[src/hdl/ihs_pkg.sv]
// Shared constants, payload types and job types for the integral histogram stream.
package ihs_pkg;

    localparam int PixW        = 8;
    localparam int CfgW        = 12;
    localparam int WidthReset  = 640;
    localparam int MaxWidthDef = 2048;

    localparam int Bins      = 32;
    localparam int BinShift  = 3;
    localparam int BinW      = $clog2(Bins);
    localparam int Bpr       = 8;
    localparam int BprW      = $clog2(Bpr);
    localparam int Groups    = Bins / Bpr;
    localparam int GroupW    = $clog2(Groups);
    localparam int OutGroupW = 2;

    localparam int RowW   = 12;
    localparam int RowMax = 4095;
    localparam int CntW   = 23;
    localparam int CumMax = 4194304;

    localparam int JobDepth = 4;
    localparam int ResDepth = 4;
    localparam int LevW     = $clog2(ResDepth + 1);

    typedef struct packed {
        logic [PixW-1:0] pixel;
        logic            frame_start;
    } t_in;

    typedef struct packed {
        logic [OutGroupW-1:0] bin_group;
        logic [CntW-1:0]      count_a;
        logic [CntW-1:0]      count_b;
        logic [CntW-1:0]      count_c;
        logic [CntW-1:0]      count_d;
        logic [CntW-1:0]      count_e;
        logic [CntW-1:0]      count_f;
        logic [CntW-1:0]      count_g;
        logic [CntW-1:0]      count_h;
        logic                 last_of_pixel;
    } t_out;

    typedef struct packed {
        logic first_row;
        logic clear_row;
    } t_job_ctl;

    typedef logic [Bpr-1:0][CntW-1:0] t_cnt_row;

endpackage

[src/hdl/ihs_fifo.sv]
// Small synchronous queue with level output.
module ihs_fifo import ihs_pkg::*; #(
    parameter int WIDTH = 8,
    parameter int DEPTH = 4
) (
    input  logic                         i_clk,
    input  logic                         i_rst_n,
    input  logic                         i_push,
    input  logic [WIDTH-1:0]             i_data,
    output logic                         o_full,
    input  logic                         i_pop,
    output logic                         o_empty,
    output logic [WIDTH-1:0]             o_data,
    output logic [$clog2(DEPTH+1)-1:0]   o_level
);

    localparam int PtrW = (DEPTH > 1) ? $clog2(DEPTH) : 1;
    localparam int LW   = $clog2(DEPTH + 1);

    logic [WIDTH-1:0] r_mem [DEPTH];
    logic [PtrW-1:0]  r_wr_ptr;
    logic [PtrW-1:0]  r_rd_ptr;
    logic [LW-1:0]    r_level;
    logic             w_wr;
    logic             w_rd;

    assign o_full  = (r_level == LW'(DEPTH));
    assign o_empty = (r_level == '0);
    assign o_data  = r_mem[r_rd_ptr];
    assign o_level = r_level;
    assign w_wr    = i_push && !o_full;
    assign w_rd    = i_pop && !o_empty;

    always_ff @(posedge i_clk) begin
        if (w_wr) begin
            r_mem[r_wr_ptr] <= i_data;
        end
    end

    always_ff @(posedge i_clk) begin
        if (!i_rst_n) begin
            r_wr_ptr <= '0;
            r_rd_ptr <= '0;
            r_level  <= '0;
        end else begin
            if (w_wr) begin
                r_wr_ptr <= (r_wr_ptr == PtrW'(DEPTH - 1)) ? '0 : r_wr_ptr + 1'b1;
            end
            if (w_rd) begin
                r_rd_ptr <= (r_rd_ptr == PtrW'(DEPTH - 1)) ? '0 : r_rd_ptr + 1'b1;
            end
            if (w_wr && !w_rd) begin
                r_level <= r_level + 1'b1;
            end else if (w_rd && !w_wr) begin
                r_level <= r_level - 1'b1;
            end
        end
    end

endmodule

[config.mk]
export PLATFORM = sky130hd
export DESIGN_NAME = ihs_fifo
export DESIGN_NICKNAME = d
export VERILOG_FILES = /design/src/hdl/ihs_pkg.sv /design/src/hdl/ihs_fifo.sv
export SDC_FILE = /design/constraint.sdc
export NUM_CORES = 1
export LEC_CHECK = 0
export BUFFER_PORTS_ARGS = -buffer_cell sky130_fd_sc_hd__buf_2
export CORE_UTILIZATION = 59
export CTS_CLUSTER_DIAMETER = 80
export DETAILED_ROUTE_END_ITERATION = 10
export PLACE_DENSITY = 0.82
export SLEW_MARGIN = 0
export SYNTH_ARGS = -nofsm -noshare
export SYNTH_HDL_FRONTEND = slang
export SYNTH_SLANG_ARGS = --single-unit
[constraint.sdc]
create_clock -name i_clk -period 3.99 [get_ports i_clk]
set_input_delay 0.1995 -clock i_clk [delete_from_list [all_inputs] [get_ports i_clk]]
set_output_delay 0.1995 -clock i_clk [all_outputs]
set_load 0.005 [all_outputs]
; ---- Word-level counts from Yosys, hierarchy flattened
; Memories as Yosys holds them, arrays and structs flattened. A register that Yosys moved wholly into a read port is not among the register bits.
; Index checks and enable logic that the tools add are counted.
[classes]
n_eq_ne = 3
addsub = 4
mux = 8
n_reduce_logical = 10
[op_table]
columns = cell, count
row1 = two-way mux 2 bit, 4
row2 = two-way mux 3 bit, 2
row3 = "adder 2 x 1 -> 2 bit, second input constant", 2
row4 = "equality test 2 bit, second input constant", 2
row5 = logical AND 1 bit, 4
row6 = logical NOT 1 bit, 4
row7 = "adder 3 x 1 -> 3 bit, second input constant", 1
row8 = "equality test 3 bit, second input constant", 1
row9 = logical NOT 3 bit, 1
row10 = "subtractor 3 x 1 -> 3 bit, second input constant", 1
row11 = two-way mux 1 bit, 2
row12 = nonzero test 2 bit, 1
[totals]
input_bits = 12
output_inout_bits = 13
reg_bits = 7
ramBits = 32
n_memories = 1
elab_cells = 29
[mem_list]
columns = memory, words, width, read_ports, rd_ports_with_merged_regs, write_ports, line
row1 = r_mem, 4, 8, 1, 1, 1, ihs_fifo.sv:20  ; logic [WIDTH-1:0] r_mem [DEPTH];

; ---- Longest topological paths before layout
[depth]
ltp_word = 7
depth_mapped = 9
depth_no_buf = 8

; ---- Worst setup path after synthesis
; No wires, ideal clock.
[synth_timing]
kind = flip-flop to flip-flop
from = register r_level[0] (netlist: o_level[0])
to = register r_level[2] (netlist: o_level[2])
slack_ns = 1.872
stages_incl_launch_ff = 8
arrival_ns = 2.042
period_less_slack_ns = 2.118
setup_time_ns = 0.076
t_required_ns = 3.914
path_cell_list = dfxtp_1 o31ai_1 ha_1 inv_1 fa_1 xor2_1 or3_1 a21boi_0
[synth_between]
elab_chain_cells = 6
[synth_lines]
columns = item, line
row1 = start: declaration, ihs_fifo.sv:23  ; logic [LW-1:0] r_level;
row2 = start signal: assignment, ihs_fifo.sv:53  ; r_level <= r_level + 1'b1;
row3 = start signal: assignment, ihs_fifo.sv:55  ; r_level <= r_level - 1'b1;
row4 = "parallel branches: the longest is 6 deep, another holds subtractor 3 x 1 -> 3 bit", --
; Several ways; the timed one is not identified. The select of a mux whose other input is x is not followed.
; A chain may end at the register's enable or synchronous reset.

; ---- Worst setup path in the final report
; Same ends and word-level chain as after synthesis.

==> flow_metrics.py <==
metrics = {
    "status": {
        "status": "completed",
    },
    "grt": {
        "grt_pass1_wl_mm": 3.77,
        "antenna_found_initial": 0,
        "grt_max_degree": 13,
        "grt_pass1_vias": 809,
        "grt_usage_pct": 20.3,
        "overflow": 0,
    },
    "synthesis": {
        "synth_area_mm2": 0.00163,
        "yosys.area_share.simple_pct": 6.60,
        "async_flop_share_pct": 0,
        "yosysUniqueCellTypes": 23,
        "synthAdderAreaFrac_pct": 5.83,
        "synth_edf_count": 32,
        "synth_compound_area_share_pct": 1.84,
        "syn_nets": 112,
        "synth.most_common_cell": "edfxtp_1",
        "ys_top_cells_by_count": "edfxtp_1, dfxtp_1, mux4_2",
        "synth_top_area_share_pct": 58.9,
        "synth-xor-area-share_pct": 1.07,
        "synth_warnings": 0,
        "yosys.area.top_type": "edfxtp_1",
        "synth_top_family_by_area": "multiplexers",
        "synth_ff_type": "edfxtp_1",
        "yosysSeqAreaShare_pct": 70.0,
        "synth.avg_cell_area_um2": 17.5,
        "synth_seq_cells": 41,
        "synth.area.top_cells": "edfxtp_1, dfxtp_1, mux4_2",
        "syn-instance-count": 93,
        "synthMuxAreaShare_pct": 12.9,
    },
    "clock_network": {
        "tritoncts": "built",
        "htreeDepth": 2,
        "clk_path_buf_depth": 2,
        "cts-hold-fix-buffers": 0,
        "clockRootBuffer": "clkbuf_4",
        "clk_pin_slew_worst_paths_ns": 0.12,
        "clock_latency_ns": 0.34,
        "cts_setup_buffers": 0,
        "cts_sinks": 41,
        "cts-buffers-inserted": 5,
        "cts-resized-gates": 0,
    },
    "die": {
        "start_util_pct": 64.1,
        "die_area_mm2": 0.00298,
        "fp.dieH_um": 54.6,
        "rows": 18,
        "core_area_mm2": 0.00254,
        "die_x_um": 54.6,
        "io_pins": 25,
    },
    "routing": {
        "first_pass_iters": 4,
        "drc": 0,
        "dr.first_iter.drc_count": 9,
        "ant_nets": 0,
        "vias_per_cell": 5.53,
        "wl_per_cell_um": 16.2,
        "num_vias": 835,
        "routed_wl_mm": 2.45,
    },
    "final_layout": {
        "final_area_mm2": 0.00182,
        "drive_above_1_share_pct": 33.1,
        "multi_input_area_um2": 460,
        "nNetsFinal": 139,
        "area_growth_pct": 11.7,
        "diodes": 0,
        "fillers": 166,
        "seqCellArea_mm2": 0.00114,
    },
    "timing": {
        "rsz0062_at_grt": "false",
        "timing.hold.ws_ns": 0.0695,
        "clock_skew_ns": 0.0110,
        "finalCriticalPeriod_ns": 2.36,
        "fin_crit_sh_pct": 59.1,
        "max_freq_mhz": 424,
        "worst_slew_pin_slew_ns": 0.523,
        "slew_violations": 0,
        "setup_viol": 0,
        "slew_headroom_pct": 64.8,
        "tns_ns": 0,
        "timing_hold_violations_final": 0,
    },
    "power_and_ir_drop": {
        "power.density_mw_per_mm2": 570,
        "power_uw": 1040,
        "vdd_drop_max_mv": 0.486,
        "leakagePower_uw": 0.000679,
    },
    "placed_design": {
        "gp_congestion": 0.654,
        "port_buffers": 24,
        "placedInstanceArea_mm2": 0.00177,
        "dp_hpwl_mm": 1.76,
    },
    "critical_path": {
        "critPathKind": "flip-flop to flip-flop",
        "startpoint": "o_level[0]$_SDFFE_PN0P_",
        "critPathRequiredTime_ns": 4.26,
        "worstSetupStartpointType": "flip-flop",
        "worstPathArrival_ns": 2.63,
        "reg2regPathDepth": 8,
        "reg2reg_to": "o_level[2]$_SDFFE_PN0P_",
        "r2r_setup_slack_ns": 1.63,
        "r2r_start": "o_level[0]$_SDFFE_PN0P_",
        "endpoint_kind": "flip-flop",
        "critPathMaxFanout": 7,
        "endpoint": "o_level[2]$_SDFFE_PN0P_",
    },
    "job": {
        "cap_violations": 0,
    },
    "worst_hold_path": {
        "min-delay-path-class": "input port to flip-flop",
    },
}
## flip-flops by register name (all words and copies together) (netlist names), named ones only
name	flops
r_mem	32
r_wr_ptr	2
r_rd_ptr	2
o_level	3
## critical path, cell delays in order, from the launching register on
cell,delay (ns)
dfxtp_1,0.51
nor3b_2,0.09
nor2b_1,0.38
ha_1,0.26
inv_1,0.06
fa_1,0.38
xor2_1,0.16
or3_1,0.30
a21boi_0,0.15
## layer usage
layer / track usage, % / part of all wire (%) / vias to the layer above
met5: 0 / 0 / -
met4: 7.69 / 1.6 / 0
met3: 8.89 / 5.0 / 6
met2: 32.5 / 52 / 19
met1: 24.2 / 42 / 407
li1: - / - / 403
## layout by cell type, fill, tap and decap left out, drive strengths merged, types with 5 or more instances in the layout
master / Yosys / routed
and2: 5 / 5
buf: 3 / 24
clkbuf: 1 / 6
dfxtp: 9 / 9
edfxtp: 32 / 32
ha: 6 / 6
mux4: 8 / 8
nand2: 6 / 6
## kinds of logic after synthesis
| family | after synthesis |
|---|---|
| AO/OA/AOI/OAI | 5 |
| XOR/XNOR | 2 |
| adder cells (fa/ha/maj) | 7 |
| buffers and inverters | 7 |
| flip-flops | 41 |
| multiplexers | 11 |
| AND/OR/NAND/NOR | 20 |
## metrics by stage
step           utilization (%)  setup WS (ns)  cells
5_1_grt                   71.6           1.46    151
3_5_place_dp              69.6           1.66    143
3_3_place_gp              69.6           1.78    143
2_1_floorplan                -           1.87     93
6_report                  71.6           1.63    151
4_1_cts                   71.6           1.62    151
## how the worst min path moves through the flow
stage	to	slack [ns]	from	cells past startpoint
2_1_floorplan	r_mem[0][0]$_DFFE_PP_	0.30	i_data[0]	0
3_3_place_gp	r_mem[0][1]$_DFFE_PP_	0.41	i_data[1]	1
3_5_place_dp	r_mem[2][7]$_DFFE_PP_	0.42	i_data[7]	1
4_1_cts	r_mem[1][7]$_DFFE_PP_	0.05	i_data[7]	1
5_1_grt	r_mem[2][3]$_DFFE_PP_	0.05	i_data[3]	1
6_report	r_mem[3][5]$_DFFE_PP_	0.07	i_data[5]	1
## power by group
group	switching (µW)	total, µW	internal [µW]	leakage, µW
Combinational	111	262	150	0.000279
Sequential	58.8	584	525	0.000367
Clock	126	193	67.2	0.0000320
## area by class of cell
class | instances | share of cell area (%)
Clock inverter | 2 | 0.549
Timing Repair Buffer | 24 | 6.59
Inverter | 3 | 0.618
Clock buffer | 6 | 2.27
Multi-Input combinational cell | 45 | 25.3
Tap cell | 30 | 2.06
Sequential cell | 41 | 62.6
Power figures use the tool's default switching activity.
