### src/hdl/ihs_pkg.sv
// Shared constants, payload types and job types for the integral histogram stream.
package ihs_pkg;

    localparam int PixW        = 8;
    localparam int CfgW        = 12;
    localparam int WidthReset  = 640;
    localparam int MaxWidthDef = 2048;

    localparam int Bins      = 32;
    localparam int BinShift  = 3;
    localparam int BinW      = $clog2(Bins);
    localparam int Bpr       = 8;
    localparam int BprW      = $clog2(Bpr);
    localparam int Groups    = Bins / Bpr;
    localparam int GroupW    = $clog2(Groups);
    localparam int OutGroupW = 2;

    localparam int RowW   = 12;
    localparam int RowMax = 4095;
    localparam int CntW   = 23;
    localparam int CumMax = 4194304;

    localparam int JobDepth = 4;
    localparam int ResDepth = 4;
    localparam int LevW     = $clog2(ResDepth + 1);

    typedef struct packed {
        logic [PixW-1:0] pixel;
        logic            frame_start;
    } t_in;

    typedef struct packed {
        logic [OutGroupW-1:0] bin_group;
        logic [CntW-1:0]      count_a;
        logic [CntW-1:0]      count_b;
        logic [CntW-1:0]      count_c;
        logic [CntW-1:0]      count_d;
        logic [CntW-1:0]      count_e;
        logic [CntW-1:0]      count_f;
        logic [CntW-1:0]      count_g;
        logic [CntW-1:0]      count_h;
        logic                 last_of_pixel;
    } t_out;

    typedef struct packed {
        logic first_row;
        logic clear_row;
    } t_job_ctl;

    typedef logic [Bpr-1:0][CntW-1:0] t_cnt_row;

endpackage

### src/hdl/ihs_front.sv
// Front end: width register, column tracking and classification of each pixel.
module ihs_front import ihs_pkg::*; #(
    parameter int MAX_WIDTH = MaxWidthDef
) (
    input  logic                                          i_clk,
    input  logic                                          i_rst_n,
    input  logic                                          i_cfg_valid,
    input  logic [CfgW-1:0]                               i_cfg_data,
    input  logic                                          i_accept,
    input  t_in                                           i_in,
    output logic [BinW-1:0]                               o_job_bin,
    output logic [((MAX_WIDTH > 1) ? $clog2(MAX_WIDTH) : 1)-1:0] o_job_col,
    output t_job_ctl                                      o_job_ctl
);

    localparam int ColW = (MAX_WIDTH > 1) ? $clog2(MAX_WIDTH) : 1;
    localparam int CmpW = (ColW + 1 > CfgW) ? ColW + 1 : CfgW;

    logic [CfgW-1:0] r_width;
    logic [ColW-1:0] r_col;
    logic            r_first_row;
    logic            r_clear_pend;

    logic [ColW-1:0] w_col;
    logic            w_first;
    logic [CmpW-1:0] w_w_ext;
    logic [CmpW-1:0] w_eff;
    logic [CmpW-1:0] w_col_nx;
    logic            w_row_end;

    // A frame start restarts the column and the first-row flag before counting.
    assign w_col   = i_in.frame_start ? '0 : r_col;
    assign w_first = i_in.frame_start ? 1'b1 : r_first_row;

    // Width zero acts as one, width above the line store is clamped.
    assign w_w_ext = CmpW'(r_width);
    always_comb begin
        if (w_w_ext == '0) begin
            w_eff = CmpW'(1);
        end else if (w_w_ext > CmpW'(MAX_WIDTH)) begin
            w_eff = CmpW'(MAX_WIDTH);
        end else begin
            w_eff = w_w_ext;
        end
    end

    assign w_col_nx  = CmpW'(w_col) + CmpW'(1);
    assign w_row_end = (w_col_nx >= w_eff);

    assign o_job_bin           = BinW'(i_in.pixel >> BinShift);
    assign o_job_col           = w_col;
    assign o_job_ctl.first_row = w_first;
    assign o_job_ctl.clear_row = i_in.frame_start || r_clear_pend;

    always_ff @(posedge i_clk) begin
        if (!i_rst_n) begin
            r_width      <= CfgW'(WidthReset);
            r_col        <= '0;
            r_first_row  <= 1'b1;
            r_clear_pend <= 1'b0;
        end else begin
            if (i_cfg_valid) begin
                r_width <= i_cfg_data;
            end
            if (i_accept) begin
                r_col        <= w_row_end ? '0 : w_col_nx[ColW-1:0];
                r_first_row  <= w_row_end ? 1'b0 : w_first;
                r_clear_pend <= w_row_end;
            end
        end
    end

endmodule

### config.mk
export PLATFORM = sky130hd
export DESIGN_NAME = ihs_front
export DESIGN_NICKNAME = d
export VERILOG_FILES = /design/src/hdl/ihs_pkg.sv /design/src/hdl/ihs_front.sv
export SDC_FILE = /design/constraint.sdc
export NUM_CORES = 1
export LEC_CHECK = 0
export BUFFER_PORTS_ARGS = -buffer_cell sky130_fd_sc_hd__buf_2
export CAP_MARGIN = 10
export CORE_ASPECT_RATIO = 1.25
export CORE_UTILIZATION = 45
export DETAILED_ROUTE_END_ITERATION = 7
export PLACE_DENSITY_LB_ADDON = 0.1
export SLEW_MARGIN = 20
export SYNTH_ARGS = -nofsm -noshare
export SYNTH_HDL_FRONTEND = slang
export SYNTH_SLANG_ARGS = --single-unit
export TNS_END_PERCENT = 50
### constraint.sdc
create_clock -name i_clk -period 5.9 [get_ports i_clk]
set_input_delay 1.18 -clock i_clk [delete_from_list [all_inputs] [get_ports i_clk]]
set_output_delay 1.18 -clock i_clk [all_outputs]
set_load 0.1 [all_outputs]
# After elaboration in Yosys (flattened, before gate mapping)
# Index checks and enable logic that the tools add are counted.
# word_totals
regBits	25
latchBits	0
ram_bits	0
mem_bits_ro	0
inputBits	25
mem_count	0
# op_classes
add_sub_neg	1
n_mul	0
n_div	0
order_cmp	2
eq_ne	0
n_shift	0
muxes	6
n_bitwise	0
reduce_logical	2
# op_table
op	count
$mux 12	2
$mux 11	2
$add 11x1->12 const B	1
$ge 12x12->1	1
$gt 12x12->1 const B	1
$logic_not 12->1	1
$mux 1	2
$logic_or 1x1->1	1

# Longest topological paths before layout
# Gate-level depths: netlist of the first run.
# depth
word_depth	5
ltp_mapped	13
ltp_nobuf	11

# Least setup slack after synthesis of the first run
# Ideal clock, no wire load.
# synth_timing
path_type	input -> register
startpoint	input i_in[0] (netlist bit)
endpoint	register r_col[5]
setup_time_ps	117
arrival_ps	5058
t_required_ps	5783
slack_ps	724
cell_stages	13
n_path_buf	2
cell_sequence	clkbuf_1 > nor2b_1 > ha_1 > nand4b_1 > nor2_1 > xor2_1 > ha_1 > nand2_1 > or3_1 > o221ai_2 > a221oi_2 > buf_6 > a32o_1
# synth_via
elab_chain_cells	4
# synth_lines
item	line_no	rtl
start, declared	ihs_front.sv:10	input t_in i_in,
$mux 11 (*)	ihs_front.sv:32	assign w_col = i_in.frame_start ? '0 : r_col;
via o_job_col (one bit)	ihs_front.sv:12	output logic [((MAX_WIDTH > 1) ? $clog2(MAX_WIDTH) : 1)-1:0] o_job_col,
$add 11x1->12 (*)	ihs_front.sv:47	assign w_col_nx = CmpW'(w_col) + CmpW'(1);
$ge 12x12->1	ihs_front.sv:48	assign w_row_end = (w_col_nx >= w_eff);
$mux 11 (*)	ihs_front.sv:66	r_col <= w_row_end ? '0 : w_col_nx[ColW-1:0];
end signal, assigned	ihs_front.sv:66	
end, declared	ihs_front.sv:20	logic [ColW-1:0] r_col;
# The timed path passes the listed nets; every way through them passes the cells marked *.
# A chain may end at the register's enable or synchronous reset.

# Worst setup path after layout of the first run
# layout_timing
startpoint	input i_in[0] (netlist bit)
endpoint	register r_col[5]
# layout_via
elab_chain_cells	4
# layout_lines
item	line_no
$mux 11 (*)	ihs_front.sv:32
$add 11x1->12 (*)	ihs_front.sv:47
$ge 12x12->1	ihs_front.sv:48
$mux 11 (*)	ihs_front.sv:66
# Every way passes the cells marked *; elsewhere a longest branch is shown, timed or not.

==> flow_summary.toml, run 1 <==
[clock_network]
cts_buffer_depth = 2
clock-root-buffer = "clkbuf_8"
post-cts-setup-buffers = 0
cts_buffers = 3
cts_tree = "yes"
cts_resized = 0
ctsHoldBuffers = 0
cts_htree_levels = 1
clk_pin_slew_worst_paths_ns = 0.08
clock_latency_ns = 0.27
cts.sinks = 25

[logic_synthesis]
synthTopCellsByCount = "nor2b_1, dfxtp_1, nand2_1"
synth_area_leaders = "dfxtp_1, ha_1, nor2b_1"
syn_nets = 211
yosysUniqueCellTypes = 37
ys_seq_area_frac = 0.316
yosys_warnings = 0
synth_area_per_cell_um2 = 9.15
ys_seq_elements = 25
synth_top_area_frac = 0.316
synth_flop_cell = "dfxtp_1"
netlist_instances = 173
yosysTopAreaCell = "dfxtp_1"
yosysMostFrequentCell = "nor2b_1"
synth_area_mm2 = 0.00158
ys_async_sr_fraction = 0
synth_edf_count = 0

[power_and_ir_drop]
pwr_density_cell_mw_per_mm2 = 192
ir_worst_vdd_v = 0.0000991
leakagePower_nw = 0.832

[die]
start_util = 0.482
fp.dieArea_mm2 = 0.00376
die_h_um = 68.3
pin_count = 43
core_mm2 = 0.00328
chipWidth_um = 55.0
num_rows = 23

[worst_setup_path]
r2r_cells = 11
regToRegStartpoint = "r_col[0]"
crit_type = "in -> reg"
startpoint = "i_in[0]"
critical_path_peak_fanout = 17
endpoint = "r_col[5]"
cp-end-kind = "flip-flop"
rr_endpoint = "r_col[5]"
worstPathRequired_ns = 6.11
ff2ff_setup_slack_ns = 2.38
worst_setup_path_start_kind = "input pin"
crit_arrival_ns = 4.45

[placement]
hpwl_mm = 2.61
port_buffers = 29
dpl_cell_area_mm2 = 0.00169
gp_congestion = 0.755

[sta]
fin_skew_ns = 0.00595
hold_viol = 0
worstMarginPinSlew_ns = 1.04
rsz0062_at_grt = "no"
tns_ns = 0
final_max_slew_viol_count = 0
relSlewSlack = 0.309
setup_viol = 0
max_freq_ghz = 0.235
period_share = 0.720
period_minus_slack_ns = 4.25

[routing]
vias = 1302
wl_mm = 3.39
wl_met1_mm = 1.47
met2_length_mm = 1.74
drtAntennaViolNets = 0
met3_length_um = 121
highest_layer = "met4"
drt-pass1-iter-count = 4
dr.first_iter.drc_count = 21
vias_per_cell = 5.71
route.detailed.drc = 0
routedWlPerCell_um = 14.9

[cells_and_area]
drive_above_1_share = 0.215
area_growth_pct = 9.57
antenna_cells = 0
nets = 230
final_cell_area_mm2 = 0.00173

[grt]
grt_max_degree = 29
grtUsageTotal = 0.209
grt_pass1_vias = 1249
antenna_found_initial = 0
grt_overflow = 0
grt_pass1_wl_mm = 5.65

[run_status]
status = "completed"

[job]
maxCapViolCount = 0

[min_path]
hp-class = "reg -> reg"
-- registers in the layout, summed over array words and instances, names as in the netlist --
| name | flops |
|---|---|
| r_clear_pend | 1 |
| r_col | 11 |
| r_first_row | 1 |
| r_width | 12 |
-- worst min path at each step --
| stage | from | endpoint | slack [ns] | cells past startpoint |
|---|---|---|---|---|
| 2_1_floorplan | r_width[7] | r_width[7] | 0.47 | 2 |
| 5_1_grt | r_width[9] | r_width[9] | 0.57 | 2 |
| 4_1_cts | r_width[0] | r_width[0] | 0.53 | 2 |
| 3_3_place_gp | r_width[7] | r_width[7] | 0.50 | 2 |
| 6_report | r_width[9] | r_width[9] | 0.52 | 2 |
| 3_5_place_dp | r_width[0] | r_width[0] | 0.51 | 2 |
-- metrics by stage --
stage	instances	total power [W]	setup slack [ns]	util	hold slack (ns)
floorplan	173	0.000239	0.724	-	0.465
global placement	224	0.000235	1.49	0.514	0.497
detailed placement	224	0.000238	1.38	0.514	0.507
global route	228	0.000351	1.38	0.529	0.572
finish	228	0.000333	1.65	0.529	0.525
CTS	228	0.000337	1.64	0.529	0.529
-- layout by cell type (no fill, tap or decap), types with 2 or more instances in the layout --
| cell type | count |
|---|---|
| ha_1 | 13 |
| inv_1 | 3 |
| xor2_1 | 4 |
| a32o_1 | 11 |
| a21o_1 | 2 |
| mux2i_1 | 12 |
| xnor2_1 | 4 |
| nor2_1 | 8 |
| nor2b_1 | 26 |
| a21oi_1 | 4 |
| and4_1 | 2 |
| and3b_1 | 2 |
| buf_2 | 29 |
| dfxtp_1 | 25 |
| nand3_1 | 3 |
| and3_1 | 3 |
| clkbuf_8 | 3 |
| nand2_1 | 17 |
| or2_2 | 2 |
| nor4_1 | 2 |
-- worst max-delay path, stage by stage --
cell and delay, ns:
buf_2 0.20, nor2b_1 0.35, ha_1 0.26, nand4b_1 0.17, nor2_1 0.25, xor2_1 0.26
ha_1 0.27, nand2_1 0.09, or3_1 0.12, o221ai_2 0.11, a221oi_2 0.88, a32o_1 0.30
-- power by group --
part / internal [W] / switching [W] / total (W) / leakage (nW)
combinational: 0.0000208 / 0.0000327 / 0.0000536 / 0.602
sequential: 0.000175 / 0.00000483 / 0.000180 / 0.204
clock: 0.0000472 / 0.0000529 / 0.000100 / 0.0255
-- metal layers --
layer	vias to the layer above	global-route usage
met3	9	0.0267
met4	0	0.0719
met2	32	0.377
met5	-	0
li1	646	-
met1	615	0.246
-- logic make-up (layout without fill, tap and decap cells) --
kind of cell / Yosys count / in the layout / share of synthesized area
DFF: 25 / 25 / 0.316
muxes: 13 / 13 / 0.0830
adders and majority gates: 13 / 13 / 0.103
AOI/OAI and AO/OA: 24 / 24 / 0.141
and+or+nand+nor: 72 / 72 / 0.251
xor gates and xnor gates: 8 / 8 / 0.0443
buffers and inverters: 18 / 36 / 0.0617
-- layout make-up --
| class | count | area (um2) |
|---|---|---|
| clock buffer | 3 | 41.3 |
| tap | 37 | 46.3 |
| clock inverter | 1 | 5.00 |
| fill | 312 | 1550 |
| timing repair buffer | 29 | 145 |
| multi-input combinational | 130 | 985 |
| sequential | 25 | 500 |
| inverter | 3 | 11.3 |
Note: power is estimated with default switching activity, not from simulation.
==> run 2, diff against run 1 <==
==> constraint.sdc (replaced) <==
create_clock -name i_clk -period 3.9 [get_ports i_clk]
set_input_delay 0.78 -clock i_clk [delete_from_list [all_inputs] [get_ports i_clk]]
set_output_delay 0.78 -clock i_clk [all_outputs]
set_load 0.1 [all_outputs]
==> run 2 against run 1 <==
Worst hold slack got worse by 0.0019 ns. Via count decreased by 1.2%. Final cell count increased by 0.88%. Wire length decreased by 1.3%. Critical path type unchanged. Largest power group unchanged. Highest routed layer unchanged.
==> flow_summary.toml, run 2 (synthesized netlist as in run 1, its figures left out) <==
[routing]
drtAntennaViolNets = 0
route.detailed.drc = 0
vias_per_cell = 5.59
vias = 1286
dr.first_iter.drc_count = 36
routedWlPerCell_um = 14.6
wl_mm = 3.35
drt-pass1-iter-count = 4

[die]
fp.dieArea_mm2 = 0.00376
die_h_um = 68.3
core_mm2 = 0.00328
num_rows = 23
start_util = 0.482
chipWidth_um = 55.0
pin_count = 43

[grt]
grt_pass1_wl_mm = 5.62
antenna_found_initial = 0
grt_max_degree = 29
grt_overflow = 0
grt_pass1_vias = 1258
grtUsageTotal = 0.211

[sta]
hold_viol = 0
relSlewSlack = 0.291
max_freq_ghz = 0.278
tns_ns = 0
setup_viol = 0
rsz0062_at_grt = "no"
fin_skew_ns = 0.00542
period_minus_slack_ns = 3.60
timing.final.ws_setup_ns = 0.301
worstMarginPinSlew_ns = 1.06
period_share = 0.923
final_max_slew_viol_count = 0

[min_path]
worstHoldStart = "r_width[7]"
hp-class = "reg -> reg"

[placement]
port_buffers = 29
hpwl_mm = 2.52
dpl_cell_area_mm2 = 0.00173
pre_cts_slack_ns = -0.0186
gp_congestion = 0.744

[power_and_ir_drop]
ir_worst_vdd_v = 0.000186
pwr_density_cell_mw_per_mm2 = 287
p_total_w = 0.000510
leakagePower_nw = 0.842

[worst_setup_path]
startpoint = "i_in[0]"
crit_arrival_ns = 3.81
critical_path_peak_fanout = 13
crit_type = "in -> reg"
cp-end-kind = "flip-flop"
worstPathRequired_ns = 4.11
worst_setup_path_start_kind = "input pin"
regToRegStartpoint = "r_col[0]"

[clock_network]
cts_buffer_depth = 2
cts_tree = "yes"
clock-root-buffer = "clkbuf_8"
ctsHoldBuffers = 0
clk_pin_slew_worst_paths_ns = 0.09
cts_resized = 0
cts.sinks = 25
clock_latency_ns = 0.27
cts_htree_levels = 1
post-cts-setup-buffers = 0
cts_buffers = 3

[cells_and_area]
antenna_cells = 0
nFillCells = 309
final_common_cell = "buf_2"
multi_input_area_mm2 = 0.00101
reg.largest.list = "r_width (12), r_col (11)"
area_growth_pct = 12.2
final_cell_area_mm2 = 0.00178
drive_above_1_share = 0.254
final_cell_mix = "buf_2, dfxtp_1, nor2b_1"
top_register = "r_width"
largest_register_ffs = 12
seqCellArea_um2 = 500
nets = 232

[job]
maxCapViolCount = 0

[run_status]
status = "completed"
==> run 2: changes by cell type in the layout (fill, tap and decap cells not counted), moves of 2 or more <==
| cell | change |
|---|---|
| nor2b_2 | +4 |
| nor2b_1 | -6 |
| nor2b_4 | +2 |
| buf_4 | +2 |
==> run 2: layout make-up <==
class,instances,share of cell area
flip-flops and latches,25,0.282
well taps,37,0.0261
inverters,3,0.00634
multi-input cells,130,0.570
clock buffers,4,0.0254
repair buffers,31,0.0902
==> run 2: worst paths after layout <==
path | end | slack (ns) | depth (start not counted)
worst min register to register | r_width[7] | 0.52 | 2
worst max register to register | r_col[4] | 0.62 | 10
worst min-delay path | r_width[7] | 0.52 | 2
worst max-delay path | r_col[4] | 0.30 | 11
==> run 2: routing by layer <==
metal  part of all wire  global-route usage
met5                  0                   0
met4              0.016              0.0844
met3              0.032              0.0333
met2               0.51               0.364
met1               0.44               0.252
==> run 2: where the power goes <==
part | total [W] | internal [W] | switching [W] | leakage [nW]
logic | 0.0000849 | 0.0000339 | 0.0000510 | 0.615
registers | 0.000272 | 0.000265 | 0.00000748 | 0.204
clock network | 0.000153 | 0.0000730 | 0.0000798 | 0.0228
total | 0.000510 | 0.000372 | 0.000138 | 0.842
==> run 2: critical path, stage by stage <==
cell      delay [ns]
buf_2           0.23
and2b_2         0.27
and4_1          0.24
nand4_1         0.10
mux2_2          0.35
ha_1            0.30
nand2_1         0.09
or3_1           0.12
o221ai_2        0.12
a221oi_2        0.90
a32o_1          0.30
==> run 2: through the flow <==
stage,std cells,util,hold WS (ns)
global route,230,0.541,0.561
detailed placement,226,0.527,0.499
CTS,230,0.541,0.523
finish,230,0.541,0.523
floorplan,173,-,0.465
global placement,226,0.527,0.492
==> run 3, diff against run 2 <==
--- a/config.mk
+++ b/config.mk
@@ -8,7 +8,7 @@
 export BUFFER_PORTS_ARGS = -buffer_cell sky130_fd_sc_hd__buf_2
 export CAP_MARGIN = 10
 export CORE_ASPECT_RATIO = 1.25
-export CORE_UTILIZATION = 45
+export CORE_UTILIZATION = 35
 export DETAILED_ROUTE_END_ITERATION = 7
 export PLACE_DENSITY_LB_ADDON = 0.1
 export SLEW_MARGIN = 20
==> run 3 against run 2 <==
Non-clock buffer count shrank 1. Wire length is 1.7% higher. Combinational power fell by 2%. First-iteration DRC count up 17%. Power increased by 0.40%. Final cell count increased by 8.7%. Critical endpoint unchanged. Largest power group unchanged.
==> flow_summary.toml, run 3 (synthesized netlist as in run 1, its figures left out) <==
[run_status]
status = "completed"

[sta]
setup_viol = 0
relSlewSlack = 0.305
max_freq_ghz = 0.278
tns_ns = 0
final_max_slew_viol_count = 0
whs_ns = 0.520
hold_viol = 0
period_share = 0.923
period_minus_slack_ns = 3.60
fin_skew_ns = 0.00772
worstMarginPinSlew_ns = 1.04
rsz0062_at_grt = "no"

[worst_setup_path]
crit_arrival_ns = 3.81
worstPathRequired_ns = 4.11
regToRegStartpoint = "r_col[0]"
r2r_cells = 11
critical_path_peak_fanout = 13
rr_endpoint = "r_col[4]"
worst_path_largest_cell_delay_ns = 0.88
cp-end-kind = "flip-flop"
cp_slowest_cell = "a221oi_2"
crit_type = "in -> reg"
crit_path_cell_trace = "buf_2, and2b_2, and4_1, nand4_1, mux2_2, ha_1, nand2_1, or3_1, o221ai_2, a221oi_2, a32o_1"
worst_setup_path_start_kind = "input pin"
ff2ff_setup_slack_ns = 0.62

[clock_network]
cts.sinks = 25
cts_resized = 0
cts_buffer_depth = 2
cts_buffers = 3
cts_htree_levels = 1
ctsHoldBuffers = 0
clock-root-buffer = "clkbuf_8"
clock_latency_ns = 0.27
cts_tree = "yes"
post-cts-setup-buffers = 0
clk_pin_slew_worst_paths_ns = 0.09

[cells_and_area]
largest_register_ffs = 12
top_register = "r_width"
nFillCells = 449
nets = 231
seqCellArea_um2 = 500
fin_cells = 250
area_growth_pct = 13.4
reg.largest.list = "r_width (12), r_col (11)"
final_cell_mix = "buf_2, dfxtp_1, nor2b_1"
final_common_cell = "buf_2"
drive_above_1_share = 0.255
antenna_cells = 0
multi_input_area_mm2 = 0.00101

[power_and_ir_drop]
ir_worst_vdd_v = 0.000164
leakagePower_nw = 0.839
swShare = 0.279
p_sw_w = 0.000143
pwr_density_cell_mw_per_mm2 = 285
p_total_w = 0.000512
power_frac_comb = 0.163
clkPwrFrac = 0.305
p_int_w = 0.000369
p_seq_frac = 0.532

[die]
num_rows = 27
pin_count = 43
die_h_um = 77.2
chipWidth_um = 62.1
fp.dieArea_mm2 = 0.00480
core_mm2 = 0.00436
start_util = 0.363

[grt]
grtUsageTotal = 0.150
grt_pass1_wl_mm = 5.84
grt_overflow = 0
grt_pass1_vias = 1259
grt_max_degree = 29
antenna_found_initial = 0

[min_path]
hold_path_depth = 2
hp-class = "reg -> reg"
min_to = "r_width[9]"
worstHoldStart = "r_width[9]"

[routing]
drtAntennaViolNets = 0
wl_mm = 3.40
vias = 1279
vias_per_cell = 5.12
route.detailed.drc = 0
dr.first_iter.drc_count = 42
drt-pass1-iter-count = 4
routedWlPerCell_um = 13.6

[placement]
dp.cells = 246
hpwl_mm = 2.65
gp_congestion = 0.742
port_buffers = 29

[job]
maxCapViolCount = 0
==> run 3: changes by cell type in the layout (fill, tap and decap cells not counted), sizes merged <==
cell    before  now
clkinv       0    1
buf         31   30
clkbuf       4    3
==> run 3: per-layer routing <==
metal / share of wire / vias up / global-route usage
li1: - / 647 / -
met1: 0.44 / 602 / 0.176
met2: 0.51 / 28 / 0.271
met3: 0.044 / 2 / 0.0313
met4: 0.0056 / 0 / 0.0419
met5: 0 / - / 0
==> run 3: area by class of cell <==
type | instances | share of cell area
Multi-Input combinational cell | 130 | 0.564
Sequential cell | 25 | 0.279
Timing Repair Buffer | 30 | 0.0850
Tap cell | 58 | 0.0404
Clock buffer | 3 | 0.0230
Inverter | 3 | 0.00627
Clock inverter | 1 | 0.00279
==> run 3: power by group through the flow <==
stage	registers (W)	clock network, W	logic, W
finish	0.000272	0.000156	0.0000832
global route	0.000274	0.000175	0.0000927
CTS	0.000273	0.000164	0.0000843
detailed placement	0.000278	0	0.0000842
global placement	0.000278	0	0.0000816
floorplan	0.000276	0	0.0000882
==> run 3: critical path: cells and delay by family <==
family | cells | cell delay, ns
AO/OA/AOI/OAI | 3 | 1.28
AND/OR/NAND/NOR | 5 | 0.83
multiplexers | 1 | 0.36
adder cells (fa/ha/maj) | 1 | 0.32
buffers and inverters | 1 | 0.23
==> run 3: stage by stage <==
step                instance area (um2)  utilization  setup slack [ns]
floorplan                          1610            -            0.0676
global placement                   1750        0.401            0.0361
detailed placement                 1750        0.401            0.0130
CTS                                1800        0.412             0.307
global route                       1800        0.412            0.0605
finish                             1800        0.412             0.302
==> run 3: how the worst max path moves through the flow <==
| stage | start | end | depth (start not counted) |
|---|---|---|---|
| 2_1_floorplan | i_in[0] | r_col[5] | 8 |
| 3_3_place_gp | i_in[0] | r_col[8] | 11 |
| 3_5_place_dp | i_in[0] | r_col[8] | 11 |
| 4_1_cts | i_in[0] | r_col[4] | 11 |
| 5_1_grt | i_in[0] | r_col[4] | 12 |
| 6_report | i_in[0] | r_col[4] | 11 |
